--- config.mk ---
export PLATFORM = sky130hd
export DESIGN_NAME = htd_match
export DESIGN_NICKNAME = d
export VERILOG_FILES = /design/src/hdl/huffman_table_decoder_assert.svh /design/src/hdl/htd_pkg.sv /design/src/hdl/htd_match.sv
export SDC_FILE = /design/constraint.sdc
export NUM_CORES = 1
export LEC_CHECK = 0
export BUFFER_PORTS_ARGS = -buffer_cell sky130_fd_sc_hd__buf_2
export CAP_MARGIN = 15
export CORE_AREA = 2 2 39 41
export DETAILED_ROUTE_END_ITERATION = 8
export DIE_AREA = 0 0 41 43
export PLACE_DENSITY = 0.75
export REMOVE_ABC_BUFFERS = 1
export SYNTH_ARGS = -nofsm -noshare
export SYNTH_HDL_FRONTEND = slang
export SYNTH_SLANG_ARGS = --single-unit
--- constraint.sdc ---
create_clock -name vclk -period 1.03
set_input_delay 0.1545 -clock vclk [all_inputs]
set_output_delay 0.1545 -clock vclk [all_outputs]
set_load 0.01 [all_outputs]
--- src/hdl/huffman_table_decoder_assert.svh ---
// ----------------------------------------------------------------------------
// Huffman table decoder assertion macros
// Shared forms for the concurrent checks in the decoder module.
// ----------------------------------------------------------------------------
`ifndef HUFFMAN_TABLE_DECODER_ASSERT_SVH
`define HUFFMAN_TABLE_DECODER_ASSERT_SVH

// check cons in the same cycle as ante
`define HTD_ASSERT_IMPL(lbl, ante, cons) \
    lbl: assert property (@(posedge i_clk) disable iff (!i_rst_n) (ante) |-> (cons)) \
        else $error("huffman_table_decoder: assertion failed");

// check cons in the cycle after ante
`define HTD_ASSERT_NEXT(lbl, ante, cons) \
    lbl: assert property (@(posedge i_clk) disable iff (!i_rst_n) (ante) |=> (cons)) \
        else $error("huffman_table_decoder: assertion failed");

`endif

--- src/hdl/htd_pkg.sv ---
`default_nettype none
// ----------------------------------------------------------------------------
// Huffman table decoder package
// Field widths, opcodes, defaults and shared types of the decoder.
// ----------------------------------------------------------------------------
package htd_pkg;

    localparam int TABLE_ENTRIES_DEF = 256;
    localparam int MAX_CODE_BITS_DEF = 16;

    localparam int OP_W   = 2;
    localparam int SYM_W  = 8;
    localparam int LEN_W  = 5;
    localparam int CODE_W = 16;
    localparam int BYTE_W = 8;
    localparam int CFG_W  = 32;

    localparam logic [OP_W-1:0] OP_START  = 2'd0;
    localparam logic [OP_W-1:0] OP_LOAD   = 2'd1;
    localparam logic [OP_W-1:0] OP_DECODE = 2'd2;

    localparam logic [SYM_W-1:0] SYM_ASCII_ZERO = 8'h30;
    localparam logic [SYM_W-1:0] SYM_NUL        = 8'h00;

    typedef struct packed {
        logic [SYM_W-1:0]  sym;
        logic [LEN_W-1:0]  len;
        logic [CODE_W-1:0] code;
    } t_entry;

    typedef struct packed {
        logic             hit;
        logic [SYM_W-1:0] sym;
    } t_match;

endpackage
`default_nettype wire

--- src/hdl/htd_match.sv ---
`default_nettype none
// ----------------------------------------------------------------------------
// Huffman table decoder entry match unit
// Compares one table entry with the gathered code and maps the symbol.
// ----------------------------------------------------------------------------
module htd_match
    import htd_pkg::*;
#(
    parameter int MAX_CODE_BITS = MAX_CODE_BITS_DEF
) (
    input  wire t_entry                                 i_entry,
    input  wire logic [MAX_CODE_BITS-1:0]               i_acc,
    input  wire logic [$clog2(MAX_CODE_BITS+1)-1:0]     i_len,
    output t_match                                      o_match
);

    localparam int LW     = $clog2(MAX_CODE_BITS + 1);
    localparam int CMP_LW = (LW > LEN_W) ? LW : LEN_W;
    localparam int CMP_KW = (MAX_CODE_BITS > CODE_W) ? MAX_CODE_BITS : CODE_W;

    logic len_eq;
    logic code_eq;

    assign len_eq  = (CMP_LW'(i_entry.len) == CMP_LW'(i_len));
    assign code_eq = (CMP_KW'(i_entry.code) == CMP_KW'(i_acc));

    assign o_match.hit = len_eq && code_eq;
    assign o_match.sym = (i_entry.sym == SYM_ASCII_ZERO) ? SYM_NUL : i_entry.sym;

endmodule
`default_nettype wire

==> results of run 1 <==
==> where the power goes <==
part,internal [mW],total (mW),switching (mW)
clock network,0,0,0
logic,0.136,0.229,0.0923
registers,0,0,0
total,0.136,0.229,0.0923
==> stage by stage <==
| step | util [%] | worst slack, ps | area (um2) | cells |
|---|---|---|---|---|
| 2_1_floorplan | - | -119.2 | 260.3 | 32 |
| 3_3_place_gp | 41.59 | -453.5 | 575.6 | 107 |
| 3_5_place_dp | 41.59 | -408.6 | 575.6 | 107 |
| 4_1_cts | 44.03 | -337.0 | 609.3 | 107 |
| 5_1_grt | 45.84 | -357.1 | 634.4 | 107 |
| 6_report | 45.84 | -262.8 | 634.4 | 107 |
==> layout make-up <==
class | count | area, um2
repair buffers | 59 | 326.6
multi-input cells | 32 | 287.8
well taps | 16 | 20.02
fillers | 148 | 749.5
==> logic make-up (layout without fill, tap and decap cells) <==
kind of cell	after synthesis	in the layout	share of synthesized area [%]
xor+xnor	21	21	63.91
buf+inv	6	59	9.566
compound gates	2	2	5.216
simple gates	9	9	21.30
==> repair_timing <==
action	4_1_cts	5_1_grt
setup endpoints to repair	3	3
gates resized for setup	8	4
pin swaps	6	3
==> layout by cell type, fill, tap and decap left out <==
cell and n:
xor2_1 17, buf_6 5, nor3_1 1, or4_4 1, xnor2_1 4, nor4_1 1, nand4_1 2, buf_2 54
a21boi_1 2, nor4_2 3, nor3_4 1
==> worst max-delay path by stage <==
stage / from / endpoint / slack, ps
after floorplan: i_acc[12] / o_match[8] / -120
after global placement: i_acc[12] / o_match[8] / -450
after detailed placement: i_acc[12] / o_match[8] / -410
after CTS: i_entry[0] / o_match[8] / -340
after global routing: i_acc[3] / o_match[8] / -360
final: i_entry[28] / o_match[5] / -260
==> layer usage <==
layer / track usage, % / vias to the layer above / routed length [um]
met5: 0 / - / 0
met4: 0 / 0 / 0
met3: 0.5236 / 0 / 142
met2: 28.13 / 34 / 590
met1: 7.278 / 190 / 252
li1: - / 232 / -
==> flow_summary.toml, run 1 <==
[status]
outcome = "finished with violations"
violations = "negative setup slack"

[worst_setup_path]
cpLargestDelayFamily = "simple AND/OR/NAND/NOR gates"
cp.arrival_ps = 1140
crit_type = "input pin to primary output"
crit_chain = "buf_6, or4_4, nor3_4, a21boi_1, buf_2"
slowest_stage = "or4_4"
critical_path.startpoint_type = "input pin"
path_max_fanout = 2
critPathRequiredTime_ps = 880
max_stage_delay_ps = 530
endpoint_kind = "primary output"
crit_cells = 5
critPathBufInv = 2

[timing]
maxSlewHeadroom_pct = 84.46
worst_slack_ps = -262.8
setup-tns-final_ps = -784.4
finalMaxSlewViolations = 0
grt_setup_unrepaired = "true"
clock.fmax_mhz = 773.5
finalSetupViolations = 3
hold_slack_ps = 492.6
fin_crit_sh_pct = 125.5
fin_crit_ps = 1293
hold_violations = 0
tightestPinTransition_ps = 231.0

[die]
die_y_um = 43
pin_count = 59
die-area_um2 = 1763
core_area_um2 = 1384
rows = 14
start_util_pct = 20.80
fp.dieW_um = 41

[min_path]
hold-path-endpoint = "o_match[7]"
holdCritStartpoint = "i_entry[28]"
hold_path_class = "input pin to primary output"
holdPathStages = 2

[run]
cap_violations = 0

[detailed_routing]
route.detailed.drc = 0
routed_wl_um = 984
drt-wirelength-per-cell_um = 9.196
postRouteAntennaNets = 0
via_count = 456
drt_iter0_drc = 1
dr.pass1.iters = 4
drt-vias-per-instance = 4.262

[cells_and_area]
num-nets-final = 143
area_growth_pct = 120.4
drive_gt1_share_pct = 70.33
seqCellArea_um2 = 0
seq_cells = 0
num-clock-buffers = 0
antenna_cells = 0

[clock_network]
cts-hold-fix-buffers = 0
postCtsSetupBuffers = 0

[yosys]
syn_avg_cell_area_um2 = 7.573
ys_seq_area_share_pct = 0
synth_commonest_cells = "17 x xor2_1, 5 x clkbuf_1, 4 x xnor2_1, 3 x nor4_1"
syn-cell-area_um2 = 287.8
yosys_warnings = 0
ys_types = 10
syn_inst = 38
yosysMostFrequentCell = "xor2_1"
yosysTopAreaCellShare_pct = 51.74
synthTopCellsByArea = "xor2_1 52%, xnor2_1 12%, clkbuf_1 6.5%, nor4_1 6.5%, a21boi_0 5.2%"
synth_area_leader_cell = "xor2_1"

[placed_design]
place.gp.congestion = 0.6298
hpwlAfterDp_um = 887.9
port_buffers = 59

[global_route]
track_usage_pct = 11.39
grt_remaining_overflow = 0
grt_max_degree = 3
grt_pass1_wl_um = 1462
first_global_vias = 446
antenna_found_initial = 0

[power_and_ir_drop]
powerDensity_nw_per_um2 = 360.6
peakVddDrop_mv = 0.1281
p_leak_nw = 0.3429
power_mw = 0.2287
Note: power is estimated with default switching activity, not from simulation.
==> inputs of run 2 (changes only) <==
PLACE_DENSITY = 0.74   (was 0.75)
==> flow_summary.toml, run 2 (synthesis results as in run 1) <==
[status]
outcome = "finished with violations"
violations = "negative setup slack"

[worst_setup_path]
path_max_fanout = 1
max_stage_delay_ps = 290
critical_path.startpoint_type = "input pin"
cp-startpoint = "i_acc[9]"
crit_chain = "buf_6, xor2_1, nor4_1, nand4_1, nor4_2, buf_2"
crit_type = "input pin to primary output"
cp.arrival_ps = 1160
slowest_stage = "nor4_1"
endpoint_kind = "primary output"
critPathRequiredTime_ps = 880

[cells_and_area]
final_cell_area_um2 = 634.4
seqCellArea_um2 = 0
drive_gt1_share_pct = 69.23
n_fill_cell = 153
seq_cells = 0
area_growth_pct = 120.4
num-clock-buffers = 0
num-nets-final = 143
antenna_cells = 0
most-common-layout-cells = "53 x buf_2, 17 x xor2_1, 6 x buf_6, 4 x xnor2_1"
final_common_cell = "buf_2"

[detailed_routing]
drt-vias-per-instance = 4.327
route.detailed.drc = 0
dr.pass1.iters = 1
postRouteAntennaNets = 0
drt_iter0_drc = 0
routed_wl_um = 965
via_count = 463
drt-wirelength-per-cell_um = 9.019

[timing]
worst_slack_ps = -280.9
tightestPinTransition_ps = 252.4
maxSlewHeadroom_pct = 83.02
finalMaxSlewViolations = 0
grt_setup_unrepaired = "true"
fin_crit_ps = 1311
fin_crit_sh_pct = 127.3
clock.fmax_mhz = 762.9
finalSetupViolations = 3
hold_violations = 0

[power_and_ir_drop]
p_leak_nw = 0.3445
peakVddDrop_mv = 0.1323
powerDensity_nw_per_um2 = 358.5
power_mw = 0.2274

[run]
cap_violations = 0

[die]
rows = 14
die-area_um2 = 1763
die_y_um = 43
fp.dieW_um = 41
pin_count = 59
start_util_pct = 20.80
core_area_um2 = 1384

[clock_network]
postCtsSetupBuffers = 0

[global_route]
grt_remaining_overflow = 0
track_usage_pct = 9.590
antenna_found_initial = 0
first_global_vias = 407
grt_pass1_wl_um = 1262
grt_max_degree = 3

[min_path]
holdCritStartpoint = "i_entry[28]"
hold_path_class = "input pin to primary output"
hold-path-endpoint = "o_match[7]"
holdPathStages = 2

[placed_design]
port_buffers = 59
place.gp.congestion = 0.6358
hpwlAfterDp_um = 861.5
post-place-ws_ps = -396.7
post_dp_cell_area_um2 = 575.6
-- run 2: cell types whose count changed in the layout (fill, tap and decap cells not counted) --
cell / previous run / this run
nor4_2: 3 / 2
buf_6: 5 / 6
nor4_1: 1 / 2
buf_2: 54 / 53
-- run 2: per-layer routing --
| layer | vias up | track usage, % | routed length [um] | part of all wire, % |
|---|---|---|---|---|
| li1 | 233 | - | - | - |
| met1 | 198 | 6.013 | 246 | 25 |
| met2 | 32 | 24.06 | 565 | 59 |
| met5 | - | 0 | 0 | 0 |
| met4 | 0 | 0 | 0 | 0 |
| met3 | 0 | 0 | 154 | 16 |
-- run 2: power breakdown --
| group | total [mW] | leakage, nW | internal (mW) | switching [mW] |
|---|---|---|---|---|
| Combinational | 0.227 | 0.345 | 0.138 | 0.0897 |
| Sequential | 0 | 0 | 0 | 0 |
| Clock | 0 | 0 | 0 | 0 |
| Total | 0.227 | 0.345 | 0.138 | 0.0897 |
-- run 2: worst max-delay path: cells and delay by family --
kind,cells,cell delay [ps]
xor gates and xnor gates,1,150
buffers and inverters,2,260
and+or+nand+nor,3,600
-- run 2: how the worst max path moves through the flow --
stage,depth (start not counted),slack [ps],to
after floorplan,4,-120,o_match[8]
after global placement,6,-440,o_match[8]
after detailed placement,6,-400,o_match[8]
after CTS,6,-320,o_match[8]
after global routing,6,-380,o_match[8]
final,6,-280,o_match[8]
-- run 2: final cells by class --
type | count | area [um2] | share of cell area [%]
multi-input combinational | 32 | 281.5 | 44.38
tap | 16 | 20.02 | 3.156
timing repair buffer | 59 | 332.8 | 52.47
-- run 2: per-stage QoR --
step | TNS [ps] | cells | hold slack, ps | utilization, %
after floorplan | -328.8 | 32 | 309.0 | -
after global placement | -1067 | 107 | 504.3 | 41.59
after detailed placement | -1047 | 107 | 506.3 | 41.59
after CTS | -834.6 | 107 | 492.8 | 43.58
after global routing | -955.7 | 107 | 515.9 | 45.84
final | -795.9 | 107 | 493.3 | 45.84
-- run 2: timing repair --
| item | in CTS | in global routing |
|---|---|---|
| pin swaps | 6 | 3 |
| hold buffers | 0 | 0 |
| endpoints found under the setup margin | 3 | 3 |
| gates resized for setup | 7 | 5 |
